$ cat src/quadratic_map_attractor_step_defines.svh
// assertion macros for the quadratic map step block
// expects clk and arst_n in the scope of the module that uses them
`ifndef QUADRATIC_MAP_ATTRACTOR_STEP_DEFINES_SVH
`define QUADRATIC_MAP_ATTRACTOR_STEP_DEFINES_SVH

// same-cycle implication, checked outside reset
`define QMA_ASSERT_SAME(lbl, ante, cons, msg) \
	lbl: assert property (@(posedge clk) disable iff (!arst_n) (ante) |-> (cons)) \
		else $error(msg);

// next-cycle implication, checked outside reset
`define QMA_ASSERT_NEXT(lbl, ante, cons, msg) \
	lbl: assert property (@(posedge clk) disable iff (!arst_n) (ante) |=> (cons)) \
		else $error(msg);

`endif

$ cat src/qmap_pkg.sv
// types, codes and control program for the quadratic map step block
// no dependencies
`default_nettype none

package qmap_pkg;

	// register file
	localparam int NumRegs = 7;
	localparam int RegIdxW = 3;
	localparam logic [RegIdxW-1:0] REG_COEF_A0_A1 = 3'd0;
	localparam logic [RegIdxW-1:0] REG_COEF_A2_A3 = 3'd1;
	localparam logic [RegIdxW-1:0] REG_COEF_A4_A5 = 3'd2;
	localparam logic [RegIdxW-1:0] REG_COEF_B0_B1 = 3'd3;
	localparam logic [RegIdxW-1:0] REG_COEF_B2_B3 = 3'd4;
	localparam logic [RegIdxW-1:0] REG_COEF_B4_B5 = 3'd5;
	localparam logic [RegIdxW-1:0] REG_START_POINT = 3'd6;
	localparam logic [63:0] COEF_RESET = 64'h0100_0000_0100_0000;
	localparam logic [63:0] START_RESET = 64'h0;

	// action codes
	localparam logic [1:0] ACT_STEP    = 2'd0;
	localparam logic [1:0] ACT_LOAD    = 2'd1;
	localparam logic [1:0] ACT_RESTORE = 2'd2;

	// sequencer
	localparam int StepW = 4;
	localparam logic [StepW-1:0] STEP_IDLE = 4'd0;
	localparam logic [StepW-1:0] STEP_LAST = 4'd15;

	typedef struct packed {
		logic [1:0]         action;
		logic signed [31:0] load_x;
		logic signed [31:0] load_y;
	} in_beat_t;

	typedef struct packed {
		logic signed [31:0] next_x;
		logic signed [31:0] next_y;
		logic               overflow;
	} out_beat_t;

	// multiplier operand selects
	typedef enum logic [2:0] {SA_X, SA_Y, SA_MXX, SA_MXY, SA_MYY} sel_a_t;
	typedef enum logic [2:0] {SB_X, SB_Y, SB_C1, SB_C2, SB_C3, SB_C4, SB_C5} sel_b_t;
	// what happens to the product of the previous step
	typedef enum logic [2:0] {PO_NONE, PO_MXX, PO_MXY, PO_MYY, PO_ACCA, PO_ACCB} post_t;
	// step counter update
	typedef enum logic [1:0] {JMP_NEXT, JMP_WAIT_IN, JMP_WAIT_OUT} jump_t;

	typedef struct packed {
		sel_a_t            sel_a;
		sel_b_t            sel_b;
		logic              bank_b;
		post_t             post;
		jump_t             jmp;
		logic [StepW-1:0]  target;
	} ucode_t;

	typedef struct packed {
		logic        ovf;
		logic [31:0] val;
	} sat_t;

	// control program, one word per step
	function automatic ucode_t ucode(input logic [StepW-1:0] step);
		ucode_t uc;
		uc = '{SA_X, SB_X, 1'b0, PO_NONE, JMP_NEXT, STEP_IDLE};
		case (step)
			4'd0:  uc = '{SA_X,   SB_X,  1'b0, PO_NONE, JMP_WAIT_IN,  STEP_IDLE};
			4'd1:  uc = '{SA_X,   SB_X,  1'b0, PO_NONE, JMP_NEXT,     STEP_IDLE};
			4'd2:  uc = '{SA_X,   SB_Y,  1'b0, PO_MXX,  JMP_NEXT,     STEP_IDLE};
			4'd3:  uc = '{SA_Y,   SB_Y,  1'b0, PO_MXY,  JMP_NEXT,     STEP_IDLE};
			4'd4:  uc = '{SA_X,   SB_C1, 1'b0, PO_MYY,  JMP_NEXT,     STEP_IDLE};
			4'd5:  uc = '{SA_MXX, SB_C2, 1'b0, PO_ACCA, JMP_NEXT,     STEP_IDLE};
			4'd6:  uc = '{SA_MXY, SB_C3, 1'b0, PO_ACCA, JMP_NEXT,     STEP_IDLE};
			4'd7:  uc = '{SA_Y,   SB_C4, 1'b0, PO_ACCA, JMP_NEXT,     STEP_IDLE};
			4'd8:  uc = '{SA_MYY, SB_C5, 1'b0, PO_ACCA, JMP_NEXT,     STEP_IDLE};
			4'd9:  uc = '{SA_X,   SB_C1, 1'b1, PO_ACCA, JMP_NEXT,     STEP_IDLE};
			4'd10: uc = '{SA_MXX, SB_C2, 1'b1, PO_ACCB, JMP_NEXT,     STEP_IDLE};
			4'd11: uc = '{SA_MXY, SB_C3, 1'b1, PO_ACCB, JMP_NEXT,     STEP_IDLE};
			4'd12: uc = '{SA_Y,   SB_C4, 1'b1, PO_ACCB, JMP_NEXT,     STEP_IDLE};
			4'd13: uc = '{SA_MYY, SB_C5, 1'b1, PO_ACCB, JMP_NEXT,     STEP_IDLE};
			4'd14: uc = '{SA_X,   SB_X,  1'b0, PO_ACCB, JMP_NEXT,     STEP_IDLE};
			4'd15: uc = '{SA_X,   SB_X,  1'b0, PO_NONE, JMP_WAIT_OUT, STEP_IDLE};
			default: uc = '{SA_X, SB_X,  1'b0, PO_NONE, JMP_NEXT,     STEP_IDLE};
		endcase
		return uc;
	endfunction

	// clamp a value already scaled to Q8.24 into 32 bits
	function automatic sat_t sat32(input logic signed [43:0] v);
		sat_t r;
		r.ovf = 1'b0;
		r.val = v[31:0];
		if ((v[43:31] != {13{1'b0}}) && (v[43:31] != {13{1'b1}})) begin
			r.ovf = 1'b1;
			r.val = v[43] ? 32'h8000_0000 : 32'h7FFF_FFFF;
		end
		return r;
	endfunction

endpackage

`default_nettype wire

$ cat src/quadratic_map_attractor_step.sv
// one iteration of the general 2-d quadratic map per step beat
// depends on qmap_pkg and quadratic_map_attractor_step_defines.svh
//
// channel   dir  handshake           payload
// in        in   in_valid/in_ready   qmap_pkg::in_beat_t  (action, load_x, load_y)
// out       out  out_valid/out_ready qmap_pkg::out_beat_t (next_x, next_y, overflow)
// cfg       in   cfg_we              cfg_idx (3 bits), cfg_data (64 bits)
//
// a step beat runs program steps 1 to 15 on the one shared 32x32
// multiplier, after the idle step that takes the beat
// load and restore beats are taken in the idle step and give no output beat
// output is registered; a full output register stalls only the last step
// arst_n clears the point, the start point and the output valid and sets every coefficient to 1.0
`default_nettype none

`include "quadratic_map_attractor_step_defines.svh"

module quadratic_map_attractor_step (
	input  wire logic                          clk,
	input  wire logic                          arst_n,
	input  wire logic                          in_valid,
	output logic                               in_ready,
	input  wire qmap_pkg::in_beat_t            in_data,
	output logic                               out_valid,
	input  wire logic                          out_ready,
	output qmap_pkg::out_beat_t                out_data,
	input  wire logic                          cfg_we,
	input  wire logic [qmap_pkg::RegIdxW-1:0]  cfg_idx,
	input  wire logic [63:0]                   cfg_data
);
	import qmap_pkg::*;

	logic [63:0]        cfg_q [NumRegs];
	logic signed [31:0] pt_x_q, pt_y_q;
	logic [StepW-1:0]   step_q, step_d;
	logic signed [63:0] prod_q;
	logic signed [31:0] mxx_q, mxy_q, myy_q;
	logic signed [67:0] acc_a_q, acc_b_q;
	logic               ovf_q;
	logic               out_valid_q;
	out_beat_t          out_q;

	ucode_t             uc;
	logic               in_fire, step_start, out_free, finish;
	logic signed [31:0] mul_a, mul_b;
	logic [63:0]        bank_lo, bank_mid, bank_hi;
	logic signed [64:0] mono_sum;
	sat_t               mono_sat, fin_x, fin_y;
	logic signed [67:0] prod_ext;
	logic signed [67:0] acc_init_a, acc_init_b;

	assign uc         = ucode(step_q);
	assign in_ready   = (step_q == STEP_IDLE);
	assign in_fire    = in_valid && in_ready;
	assign step_start = in_fire && (in_data.action == ACT_STEP);
	assign out_free   = !out_valid_q || out_ready;
	assign finish     = (uc.jmp == JMP_WAIT_OUT) && out_free;

	// config registers
	always_ff @(posedge clk or negedge arst_n) begin
		if (!arst_n) begin
			for (int i = 0; i < NumRegs; i++) begin
				cfg_q[i] <= (i == int'(REG_START_POINT)) ? START_RESET : COEF_RESET;
			end
		end else if (cfg_we && (cfg_idx < RegIdxW'(NumRegs))) begin
			cfg_q[cfg_idx] <= cfg_data;
		end
	end

	// step counter with conditional jumps
	always_comb begin
		case (uc.jmp)
			JMP_WAIT_IN:  step_d = step_start ? StepW'(step_q + 1'b1) : step_q;
			JMP_WAIT_OUT: step_d = out_free ? uc.target : step_q;
			default:      step_d = StepW'(step_q + 1'b1);
		endcase
	end

	always_ff @(posedge clk or negedge arst_n) begin
		if (!arst_n) begin
			step_q <= STEP_IDLE;
		end else begin
			step_q <= step_d;
		end
	end

	// operand selection for the shared multiplier
	assign bank_lo  = uc.bank_b ? cfg_q[REG_COEF_B0_B1] : cfg_q[REG_COEF_A0_A1];
	assign bank_mid = uc.bank_b ? cfg_q[REG_COEF_B2_B3] : cfg_q[REG_COEF_A2_A3];
	assign bank_hi  = uc.bank_b ? cfg_q[REG_COEF_B4_B5] : cfg_q[REG_COEF_A4_A5];

	always_comb begin
		case (uc.sel_a)
			SA_X:    mul_a = pt_x_q;
			SA_Y:    mul_a = pt_y_q;
			SA_MXX:  mul_a = mxx_q;
			SA_MXY:  mul_a = mxy_q;
			SA_MYY:  mul_a = myy_q;
			default: mul_a = pt_x_q;
		endcase
		case (uc.sel_b)
			SB_X:    mul_b = pt_x_q;
			SB_Y:    mul_b = pt_y_q;
			SB_C1:   mul_b = bank_lo[31:0];
			SB_C2:   mul_b = bank_mid[63:32];
			SB_C3:   mul_b = bank_mid[31:0];
			SB_C4:   mul_b = bank_hi[63:32];
			SB_C5:   mul_b = bank_hi[31:0];
			default: mul_b = pt_x_q;
		endcase
	end

	always_ff @(posedge clk) begin
		prod_q <= 64'(mul_a) * 64'(mul_b);
	end

	// rounding of the previous product and the final sums
	assign mono_sum   = {prod_q[63], prod_q} + 65'sh80_0000;
	assign mono_sat   = sat32({{3{mono_sum[64]}}, mono_sum[64:24]});
	assign prod_ext   = {{4{prod_q[63]}}, prod_q};
	// a0 in Q20.48 plus half an lsb of Q8.24
	assign acc_init_a = {{12{cfg_q[REG_COEF_A0_A1][63]}}, cfg_q[REG_COEF_A0_A1][63:32],
		1'b1, 23'b0};
	assign acc_init_b = {{12{cfg_q[REG_COEF_B0_B1][63]}}, cfg_q[REG_COEF_B0_B1][63:32],
		1'b1, 23'b0};
	assign fin_x      = sat32(acc_a_q[67:24]);
	assign fin_y      = sat32(acc_b_q[67:24]);

	// monomials, accumulators and the overflow flag
	always_ff @(posedge clk or negedge arst_n) begin
		if (!arst_n) begin
			ovf_q <= 1'b0;
		end else if (step_start) begin
			ovf_q <= 1'b0;
		end else if ((uc.post == PO_MXX) || (uc.post == PO_MXY) || (uc.post == PO_MYY)) begin
			ovf_q <= ovf_q | mono_sat.ovf;
		end
	end

	always_ff @(posedge clk) begin
		if (step_start) begin
			acc_a_q <= acc_init_a;
			acc_b_q <= acc_init_b;
		end else begin
			case (uc.post)
				PO_MXX:  mxx_q   <= mono_sat.val;
				PO_MXY:  mxy_q   <= mono_sat.val;
				PO_MYY:  myy_q   <= mono_sat.val;
				PO_ACCA: acc_a_q <= acc_a_q + prod_ext;
				PO_ACCB: acc_b_q <= acc_b_q + prod_ext;
				default: ;
			endcase
		end
	end

	// stored point
	always_ff @(posedge clk or negedge arst_n) begin
		if (!arst_n) begin
			pt_x_q <= '0;
			pt_y_q <= '0;
		end else if (finish) begin
			pt_x_q <= fin_x.val;
			pt_y_q <= fin_y.val;
		end else if (in_fire && (in_data.action == ACT_LOAD)) begin
			pt_x_q <= in_data.load_x;
			pt_y_q <= in_data.load_y;
		end else if (in_fire && (in_data.action == ACT_RESTORE)) begin
			pt_x_q <= cfg_q[REG_START_POINT][63:32];
			pt_y_q <= cfg_q[REG_START_POINT][31:0];
		end
	end

	// output register
	always_ff @(posedge clk or negedge arst_n) begin
		if (!arst_n) begin
			out_valid_q <= 1'b0;
		end else if (finish) begin
			out_valid_q <= 1'b1;
		end else if (out_ready) begin
			out_valid_q <= 1'b0;
		end
	end

	always_ff @(posedge clk) begin
		if (finish) begin
			out_q.next_x   <= fin_x.val;
			out_q.next_y   <= fin_y.val;
			out_q.overflow <= ovf_q | fin_x.ovf | fin_y.ovf;
		end
	end

	assign out_valid = out_valid_q;
	assign out_data  = out_q;

	// a step beat starts the program at its first working step
	`QMA_ASSERT_NEXT(a_step_starts, step_start, step_q == 4'd1, "step beat did not start program")
	// a new output beat only comes from the last program step
	`QMA_ASSERT_SAME(a_out_from_last, $rose(out_valid_q), $past(step_q) == STEP_LAST,
		"output beat raised outside the last step")
	// the point holds while the program reads it
	`QMA_ASSERT_NEXT(a_point_held, (step_q != STEP_IDLE) && !finish,
		$stable(pt_x_q) && $stable(pt_y_q), "point changed during a step")

endmodule

`default_nettype wire
$ cat config.mk
export PLATFORM = sky130hd
export DESIGN_NAME = quadratic_map_attractor_step
export DESIGN_NICKNAME = d
export VERILOG_FILES = /design/src/qmap_pkg.sv /design/src/quadratic_map_attractor_step.sv
export VERILOG_INCLUDE_DIRS = /design/src /design/src/src
export SDC_FILE = /design/constraint.sdc
export NUM_CORES = 2
export LEC_CHECK = 0
export BUFFER_PORTS_ARGS = -buffer_cell sky130_fd_sc_hd__buf_4
export CAP_MARGIN = 5
export CELL_PAD_IN_SITES_DETAIL_PLACEMENT = 1
export CELL_PAD_IN_SITES_GLOBAL_PLACEMENT = 2
export CORE_MARGIN = 8
export CORE_UTILIZATION = 46
export DETAILED_ROUTE_END_ITERATION = 12
export PLACE_DENSITY = 0.95
export SLEW_MARGIN = 15
export SYNTH_ARGS = -nofsm -noshare
export SYNTH_HDL_FRONTEND = slang
export SYNTH_SLANG_ARGS = --single-unit
$ cat constraint.sdc
create_clock -name clk -period 21.9 [get_ports clk]
set_input_delay 0 -clock clk [delete_from_list [all_inputs] [get_ports clk]]
set_output_delay 0 -clock clk [all_outputs]
set_load 0.02 [all_outputs]
==> impl_metrics.csv <==
group,metric,value,unit
clock_network,post_cts.repair.setup_buffers,0,
sta,fmax,80.0,MHz
worst_setup_path,regToRegEndpoint,"prod_q[63]$_DFF_P_",
drt,drt_iter0_markers,5227,
sta,max_slew_margin,12.1,%
outcome,status,"complete, no violations",
worst_setup_path,crit_top_cell,"fa_1",
worst_setup_path,required,22.51,ns
clock_network,clk_latency,0.76,ns
sta,setup_viol,0,
drt,drt-total-wl,316000,microns
sta,hold_viol,0,
drt,via_count,64600,
die,fp-row-count,154,
worst_setup_path,rr_worst_depth,30,
synthesis,avgSynthCellArea,9.97,sq um
worst_setup_path,slowest_delay,1.06,ns
synthesis,syn_inst,8135,
clock_network,cts_tree,"yes",
sta,slew_violations,0,
worst_setup_path,arrival,13.11,ns
synthesis,syn_nets,9683,
finish,nets,9805,
sta,rsz0062_at_grt,"false",
clock_network,clock-sinks,879,
die,core-area,176000,sq um
clock_network,root_buffer,"clkbuf_16",
sta,fin_skew,0.0809,ns
worst_setup_path,worst-r2r-setup-slack,9.41,ns
hold_path,hold_end,"pt_y_q[3]$_DFFE_PN0P_",
hold_path,holdPathStages,5,
sta,setup_tns,0,ns
worst_setup_path,path_max_fanout,36,
grt,first_global_vias,72200,
clock_network,clkTransAtPathRegs,0.07,ns
synthesis,syn_area,81100,sq um
worst_setup_path,startpoint_type,"register",
synthesis,ys_warn_count,0,
grt,grt_max_degree,137,
die,start_util,46.2,%
grt,grt_usage,32.7,%
placement,dp_hpwl,234000,microns
drt,postRouteAntennaNets,0,
worst_setup_path,r2r-start,"step_q[2]$_DFFE_PN0P_",
drt,dr.pass1.iters,7,
drt,via_per_inst,6.04,
synthesis,synth_edf_count,249,
synthesis,synth.ff_latch_count,879,
die,io_pins,205,
grt,overflow,0,
synthesis,synth-async-reset-ratio,58.9,%
hold_path,hold_class,"primary input to register",
sta,period_needed,12.49,ns
hold_path,hold_path.startpoint,"in_data[3]",
worst_setup_path,path_class,"register to register",
die,die-area,190000,sq um
placement,gp_congestion,0.940,
finish,fillCellCount,19400,
clock_network,cts_buffers,91,
clock_network,htreeDepth,3,
finish,drive_gt1_share,13.4,%
placement,port_buffers,204,
finish,area_growth,10.4,%
clock_network,clk_path_buf_depth,3,
synthesis,synthFlopType,"dfrtp_1",
drt,wl_per_cell,29.5,microns
drt,post-route-drc-count,0,
flow_run,drv_cap,0,
die,die-height,436,microns
worst_setup_path,crit_slowest_cell,"fa_1",
synthesis,synthDistinctLibCells,103,
die,die_w,436,microns
grt,grt_pass1_wl,470000,microns
synthesis,yosysSeqAreaShare,28.0,%
worst_setup_path,cp-end-kind,"register",
sta,tightest_slew,1.32,ns
sta,min_period_over_period,57.0,%
grt,antenna_found_initial,20,
-- state kept, by name, indices dropped and copies added, names as in the netlist --
register    cells
out_valid       1
acc_init_b     32
pt_x_q         32
cfg_q         384
pt_y_q         32
mxx_q          32
step_q          4
mxy_q          32
acc_a_q        68
out_data       65
ovf_q           1
acc_b_q        68
myy_q          32
prod_q         64
acc_init_a     32
-- metrics by stage --
| step | util [%] | hold WS [ns] | cells | area [sq um] | setup slack [ns] |
|---|---|---|---|---|---|
| after floorplan | - | -0.296 | 8135 | 81100 | 12.40 |
| after detailed placement | 48.3 | 0.140 | 10400 | 84900 | 9.51 |
| final | 51.0 | 0.0320 | 10700 | 89600 | 9.41 |
| after global placement | 48.3 | 0.126 | 10400 | 84800 | 10.01 |
| after CTS | 50.9 | 0.0179 | 10700 | 89500 | 9.45 |
| after global routing | 51.0 | 0.0313 | 10700 | 89500 | 8.80 |
-- cells by family after synthesis --
| kind of cell | count (synthesis) | share of synthesized area [%] |
|---|---|---|
| AOI/OAI and AO/OA | 1325 | 10.7 |
| muxes | 596 | 8.23 |
| buffers and inverters | 1535 | 7.59 |
| xor gates and xnor gates | 233 | 2.52 |
| and+or+nand+nor | 2157 | 11.2 |
| DFF | 879 | 28.0 |
| adders and majority gates | 1410 | 31.8 |
-- synthesized netlist by cell type (all sizes together) (27+ instances only) --
master  instances  share of area, %
inv          1094               5.1
fa           1084                27
nand2        1070               5.0
nor2          676               3.2
dfrtp         506                16
mux2          478               6.6
a21oi         394               2.5
o21ai         352               2.2
ha            326               5.0
edfxtp        249               9.2
clkbuf        226               1.0
buf           215               1.5
a21o          193               1.8
xnor2         141               1.5
mux2i         117               1.6
dfxtp         112               2.8
xor2           92              0.99
nand3          80              0.49
nand2b         64              0.49
nand4          56              0.43
and2           49              0.38
and3           45              0.35
nor3           40              0.27
o21bai         36              0.34
a221oi         33              0.36
a222oi         32              0.39
o211ai         32              0.33
a31oi          27              0.25
-- how the worst max path moves through the flow --
stage / from / cells after the start / end / slack (ns)
6_report: step_q[2]$_DFFE_PN0P_ / 30 / prod_q[63]$_DFF_P_ / 9.41
5_1_grt: step_q[2]$_DFFE_PN0P_ / 30 / prod_q[63]$_DFF_P_ / 8.80
4_1_cts: step_q[2]$_DFFE_PN0P_ / 30 / prod_q[63]$_DFF_P_ / 9.45
3_5_place_dp: step_q[2]$_DFFE_PN0P_ / 30 / prod_q[63]$_DFF_P_ / 9.51
3_3_place_gp: step_q[2]$_DFFE_PN0P_ / 30 / prod_q[63]$_DFF_P_ / 10.01
2_1_floorplan: step_q[1]$_DFFE_PN0P_ / 35 / prod_q[61]$_DFF_P_ / 12.40
-- area by class of cell --
cell class / count / area [sq um] / share of cell area [%]
repair buffers: 470 / 3920 / 4.38
inverters: 1094 / 4110 / 4.58
clock inverters: 41 / 629 / 0.703
flip-flops and latches: 879 / 22700 / 25.3
multi-input cells: 5721 / 52600 / 58.7
well taps: 2340 / 2930 / 3.27
diodes: 16 / 40.0 / 0.0447
clock buffers: 130 / 2690 / 3.00
-- critical path: cells and delay by family (launching register included) --
kind | cells | cell delay [ns]
compound gates | 5 | 1.59
xor+xnor | 1 | 0.16
fa+ha+maj | 9 | 5.10
buf+inv | 8 | 2.62
flops | 1 | 0.99
mux | 1 | 0.87
simple gates | 6 | 0.95
-- metal layers --
layer / GRT usage, % / up-vias / share of wire [%] / routed length, microns
li1: - / 26800 / - / -
met1: 38.8 / 33800 / 37 / 117000
met2: 52.1 / 2952 / 46 / 145000
met3: 8.13 / 1058 / 8.5 / 26800
met4: 23.1 / 10 / 8.8 / 27700
met5: 0 / - / 0.020 / 63
-- cells in the final DEF, fill, tap and decap left out, drive strengths merged, types with 80 or more instances in the layout --
master	Yosys	routed
ha	326	326
inv	1094	1097
mux2	478	478
nand2	1070	1070
nand3	80	80
fa	1084	1084
edfxtp	249	249
xnor2	141	141
clkbuf	226	130
dfrtp	506	506
a21o	193	193
o21ai	352	352
buf	215	337
nor2	676	676
a21oi	394	394
dfxtp	112	112
xor2	92	92
mux2i	117	117
dlygate4sd3	0	133
-- what timing repair did --
item	in CTS	in global routing
hold endpoints to repair	626	0
hold buffers	134	0
resized for setup	0	0
Power is not shown: default switching activity piles up to over one toggle a cycle in this logic, so the estimate is an artifact.
